### src/rtl/core/wmt_pkg.sv
// shared types and constants for the window mean threshold block
`default_nettype none

package wmt_pkg;

   localparam int DEF_MAX_WIDTH  = 1024;
   localparam int DEF_MAX_WINDOW = 8;
   localparam int MAX_HEIGHT     = 4096;

   localparam int PIX_W    = 8;
   localparam int ROW_W    = 12;
   localparam int WIDTH_W  = 11;
   localparam int HEIGHT_W = 13;
   localparam int WSIZE_W  = 4;
   localparam int THR_W    = 8;

   localparam int CSR_ADDR_W = 4;
   localparam int CSR_DATA_W = 32;
   localparam int REG_IDX_W  = 2;

   localparam logic [REG_IDX_W-1:0] REG_IMAGE_WIDTH  = 2'd0;
   localparam logic [REG_IDX_W-1:0] REG_IMAGE_HEIGHT = 2'd1;
   localparam logic [REG_IDX_W-1:0] REG_WINDOW_SIZE  = 2'd2;
   localparam logic [REG_IDX_W-1:0] REG_THRESHOLD    = 2'd3;

   localparam logic [WIDTH_W-1:0]  RST_IMAGE_WIDTH  = 11'd1024;
   localparam logic [HEIGHT_W-1:0] RST_IMAGE_HEIGHT = 13'd1024;
   localparam logic [WSIZE_W-1:0]  RST_WINDOW_SIZE  = 4'd3;
   localparam logic [THR_W-1:0]    RST_THRESHOLD    = 8'd128;

   localparam logic [PIX_W-1:0] PIX_ON  = 8'd255;
   localparam logic [PIX_W-1:0] PIX_OFF = 8'd0;

   typedef struct packed {
      logic emit;
      logic last;
      logic row_start;
   } wmt_tag_type;

endpackage

`default_nettype wire

### src/rtl/core/wmt_window.sv
// column sum history, window sum, threshold compare and result register
`default_nettype none

module wmt_window #(
   parameter int MAX_WINDOW = wmt_pkg::DEF_MAX_WINDOW
) (
   input  wire logic                                               clock,
   input  wire logic                                               reset,
   input  wire logic                                               s2_valid,
   input  wire logic [wmt_pkg::PIX_W+$clog2(MAX_WINDOW)-1:0]       s2_colsum,
   input  wire wmt_pkg::wmt_tag_type                               s2_tag,
   input  wire logic [$clog2(MAX_WINDOW+1)-1:0]                    k_eff,
   input  wire logic [wmt_pkg::PIX_W+2*$clog2(MAX_WINDOW+1)-1:0]   limit,
   output logic                                                    advance,
   output logic                                                    rsp_valid,
   input  wire logic                                               rsp_ready,
   output logic [wmt_pkg::PIX_W-1:0]                               rsp_out_value,
   output logic                                                    rsp_frame_last
);

   import wmt_pkg::*;

   localparam int KW     = $clog2(MAX_WINDOW+1);
   localparam int CSUM_W = PIX_W + $clog2(MAX_WINDOW);
   localparam int WSUM_W = PIX_W + 2*$clog2(MAX_WINDOW);
   localparam int LIM_W  = PIX_W + 2*KW;

   logic [MAX_WINDOW-1:0][CSUM_W-1:0] hist_ff;
   logic [MAX_WINDOW-1:0][CSUM_W-1:0] hist_in;
   logic [WSUM_W-1:0]                 wsum;
   logic                              hot;

   logic             rsp_valid_ff;
   logic [PIX_W-1:0] rsp_value_ff;
   logic             rsp_last_ff;

   assign advance = ~rsp_valid_ff | rsp_ready;

   // history restarts at the first column of each row; window sum and threshold compare
   always_comb begin
      hist_in[0] = s2_colsum;
      for (int j = 1; j < MAX_WINDOW; j++) begin
         hist_in[j] = s2_tag.row_start ? '0 : hist_ff[j-1];
      end
      wsum = '0;
      for (int j = 0; j < MAX_WINDOW; j++) begin
         if (KW'(j) < k_eff) begin
            wsum = wsum + WSUM_W'(hist_in[j]);
         end
      end
      hot = LIM_W'(wsum) > limit;
   end

   always_ff @(posedge clock) begin
      if (reset) begin
         hist_ff      <= '0;
         rsp_valid_ff <= 1'b0;
      end else if (advance) begin
         rsp_valid_ff <= s2_valid & s2_tag.emit;
         if (s2_valid) begin
            hist_ff <= hist_in;
         end
      end
   end

   always_ff @(posedge clock) begin
      if (advance) begin
         rsp_value_ff <= hot ? PIX_ON : PIX_OFF;
         rsp_last_ff  <= s2_tag.last;
      end
   end

   assign rsp_valid      = rsp_valid_ff;
   assign rsp_out_value  = rsp_value_ff;
   assign rsp_frame_last = rsp_last_ff;

   a_hist_hold: assert property (@(posedge clock) disable iff (reset)
      !advance |=> $stable(hist_ff))
      else $error("column history changed while stalled");

   a_row_clear: assert property (@(posedge clock) disable iff (reset)
      (advance && s2_valid && s2_tag.row_start) |=> (hist_ff[1] == '0))
      else $error("column history not cleared at row start");

   a_emit: assert property (@(posedge clock) disable iff (reset)
      (advance && s2_valid && s2_tag.emit) |=> rsp_valid_ff)
      else $error("window result lost");

endmodule

`default_nettype wire

### config.mk
export PLATFORM = sky130hd
export DESIGN_NAME = wmt_window
export DESIGN_NICKNAME = d
export VERILOG_FILES = /design/src/rtl/core/wmt_pkg.sv /design/src/rtl/core/wmt_window.sv
export SDC_FILE = /design/constraint.sdc
export NUM_CORES = 1
export LEC_CHECK = 0
export BUFFER_PORTS_ARGS = -buffer_cell sky130_fd_sc_hd__buf_2
export CAP_MARGIN = 25
export CORE_ASPECT_RATIO = 1.4
export CORE_MARGIN = 2
export CORE_UTILIZATION = 45
export CTS_CLUSTER_SIZE = 40
export DETAILED_ROUTE_END_ITERATION = 8
export PLACE_DENSITY_LB_ADDON = 0.3
export SLEW_MARGIN = 0
export SYNTH_ARGS = -nofsm -noshare
export SYNTH_HDL_FRONTEND = slang
export SYNTH_SLANG_ARGS = --single-unit
### constraint.sdc
create_clock -name clock -period 14.42 [get_ports clock]
set_input_delay 1.442 -clock clock [delete_from_list [all_inputs] [get_ports clock]]
set_output_delay 1.442 -clock clock [all_outputs]
set_load 0.05 [all_outputs]
==> key figures <==
Global routing
  • Vias in the first global route: ~7500
  • Initial antenna violation count: 0
  • Largest net degree at the start of global routing: about 80
  • Overflow after GRT: 0
  • Total global-route track usage: roughly 22%
  • First-pass GRT wire length: ~36 mm

Pwr
  • Internal power: 0.4474 mW
  • Switching Share: 35.94%
  • Max IR drop VDD: 0.05849 mV
  • Switching pwr: 0.2510 mW
  • Leakage: between 3 and 4 nW
  • Clock power frac: about a third
  • Seq pwr share: between 30% and 40%
  • Comb pwr share: about a third
  • Pwr Density: 76.58 mW/mm2

Floorplan
  • Starting Density: around 46%
  • Core ar.: between 0.015 and 0.02 mm2
  • Die ar.: roughly 0.020 mm2
  • Die height: around 170 um
  • I/O pin cnt: 49
  • Placement row count: a little under 60
  • Die X: 120.1 um

Routing
  • DRC: 0
  • DR vias: ~8000
  • Detail Route Antenna Nets: 0
  • Avg Vias per Cell: ~5.5
  • 1st-iter DRT viols: between 400 and 500
  • Routed length per instance: ~15 um
  • Drt pass-1 iters: 5
  • Drt total wl: 22.05 mm

Synthesis
  • Sequential share of the synthesized area: around a fifth
  • Simple-gate area share of the yosys netlist: 26.20%
  • Syn Inst Count: about 1200
  • Mux cell area share after synthesis: 2.754%
  • Ys async rst share: 0%
  • Register bit count reported by yosys: 80
  • Synth Area in Compound Gates: approximately a quarter
  • Number of enable flip-flop cells after synthesis: 2
  • Syn avg cell area: just over 7 um2
  • Count of different cell masters after synthesis: 70
  • Syn_nets: 1338
  • Yosys Warn Count: 0
  • Dominant synthesized flop cell: dfxtp_1
  • Post-synthesis xor/xnor area fraction: roughly 6.0%
  • Largest family of logic cells by synthesized area: simple AND/OR/NAND/NOR gates
  • Adder-cell share of the synthesized area: approximately 16%
  • Netlist Area Pre-Place: approximately 0.0085 mm2

Placement
  • Post-detail-place hpwl: 16.57 mm
  • IO Port Bufs: 48
  • Gp weighted congestion: between 0.8 and 0.9
  • Placed Instances: ~1400

Cells and area
  • Share of layout cells above drive strength 1: around 8.0%
  • Commonest non-fill, non-tap cell in the layout: nand2_1
  • ANT cells: 0
  • Synth-to-Final Area Change: 7.349%
  • Fin cells: around 1500
  • NumNets Final: ~1300
  • Commonest non-fill, non-tap cells in the layout: 233 x nand2_1, 130 x a21oi_1, 95 x ha_1, 87 x nor2b_1, 85 x nor2_1

CTS
  • CTS clock-pin slew for the worst setup and hold paths: 0.06 ns
  • CTS root buf: clkbuf_16
  • Clk_lat worst skew: approximately 0.36 ns
  • Bufs on Longest Clock Path: 2
  • Post_cts resized: 0
  • Hold_buf cts: 0
  • Total CTS buffers: 9
  • Clock sink total: 80
  • # H-tree levels: 3
  • Setup Fix Bufs, Post-CTS: 0
  • CTS tree: yes

Run status
  • Status: complete, no violations

Worst setup path
  • Crit path top cell by count: ha_1
  • Worst path bufs/invs: 2
  • Crit path arrival time: around 13 ns
  • WS Path Type: primary input to register
  • CP max-delay cell: or4_4
  • Largest delay share family, worst path: compound AO/OA/AOI/OAI gates
  • Worst EP required: approximately 15 ns
  • Critical path launch point type: primary input
  • Worst-path maximum fanout: 32
  • Crit end category: register
  • CP max stage delay: ~0.7 ns

Timing
  • Period minus WS final: between 10 and 15 ns
  • Unrepaired setup endpoints after global routing: false
  • Slew HR: a little under two fifths
  • Final setup violation count: 0
  • Slew Limit Fails: 0
  • Count of final hold-check violations: 0
  • F_max: roughly 0.080 GHz
  • Period utilisation layout: ~86%
  • Worst slew pin tran: about 0.92 ns
  • Setup TNS: 0 ns
  • Clock Skew: roughly 0.0067 ns

Run
  • Max_cap viols: 0

Hold path
  • Worst min path class: register to register
-- per-layer routing --
layer	vias to the layer above	track usage (%)	part of all wire [%]
li1	4146	-	-
met1	3656	25.45	43
met2	154	40.44	51
met3	40	3.253	3.1
met4	0	9.514	3.1
met5	-	0	0
-- sequential cells by signal, summed over array words and instances (netlist names) --
signal	cells
hist_ff	77
rsp_valid	1
rsp_out_value	1
rsp_frame_last	1
-- synth_stat cells (5+ instances only) --
cell type	count	area, um2
nand2_1	234	878.3
a21oi_1	130	650.6
ha_1	95	1189
nor2b_1	87	544.3
nor2_1	85	319.1
dfxtp_1	78	1562
inv_1	59	221.5
clkbuf_1	52	195.2
o21ai_0	51	255.2
xnor2_1	46	402.9
o21a_1	22	165.2
a21o_1	18	135.1
nand3_1	15	75.07
nor3_1	14	70.07
a211oi_1	13	97.59
and2_1	13	81.33
xor2_1	12	105.1
mux2_2	11	123.9
mux2i_1	11	110.1
o211ai_1	10	75.07
nand2b_1	9	56.30
o21bai_1	8	60.06
a21boi_0	7	52.55
a31oi_1	7	43.79
buf_4	7	52.55
fa_1	7	140.1
nand4_1	7	43.79
or3_1	7	43.79
o31ai_1	6	45.04
and3_1	5	31.28
-- power by group through the flow --
stage               Clock (mW)  Combinational [mW]  Sequential (mW)
finish                   0.225               0.247            0.226
global route             0.240               0.276            0.227
CTS                      0.231               0.246            0.226
detailed placement           0               0.244            0.231
global placement             0               0.240            0.231
floorplan                    0               0.188            0.233
-- worst min-delay path: cells and delay by family (launching register included) --
kind	cells	cell delay, ns
flops	1	0.30
simple gates	1	0.05
compound gates	1	0.05
-- through the flow --
stage	setup slack (ns)	utilization, %	hold slack, ns	total power [mW]	instance area [um2]
floorplan	3.139	-	0.4318	0.4210	8496
global placement	1.929	47.69	0.4370	0.4719	8837
detailed placement	1.837	47.69	0.4422	0.4752	8837
CTS	2.139	49.22	0.4508	0.7037	9120
global route	1.079	49.22	0.4677	0.7429	9120
finish	1.989	49.22	0.4487	0.6984	9120
-- final timing paths --
check              start                to  slack (ns)  depth (start not counted)
max reg2reg   hist_ff[0]  rsp_out_value[6]        3.63                         50
min          hist_ff[52]       hist_ff[52]        0.45                          2
min reg2reg  hist_ff[52]       hist_ff[52]        0.45                          2
max             k_eff[3]  rsp_out_value[6]        1.99                         52
-- cells by family (layout without fill, tap and decap cells) --
kind of cell             Yosys count  in the layout
buffers and inverters            124            133
XOR/XNOR                          58             58
multiplexers                      22             22
adder cells (fa/ha/maj)          103            103
AND/OR/NAND/NOR                  487            487
flip-flops                        80             80
AO/OA/AOI/OAI                    324            324
-- area by class of cell --
type                       instances  area, um2
fill                            1919       9409
sequential                        80       1622
tap                              244      305.3
inverter                          60      225.2
clock inverter                     4      26.28
clock buffer                      12      256.5
multi-input combinational        994       6377
timing repair buffer              57      307.8
No activity file was read; power rests on OpenSTA's default activity.
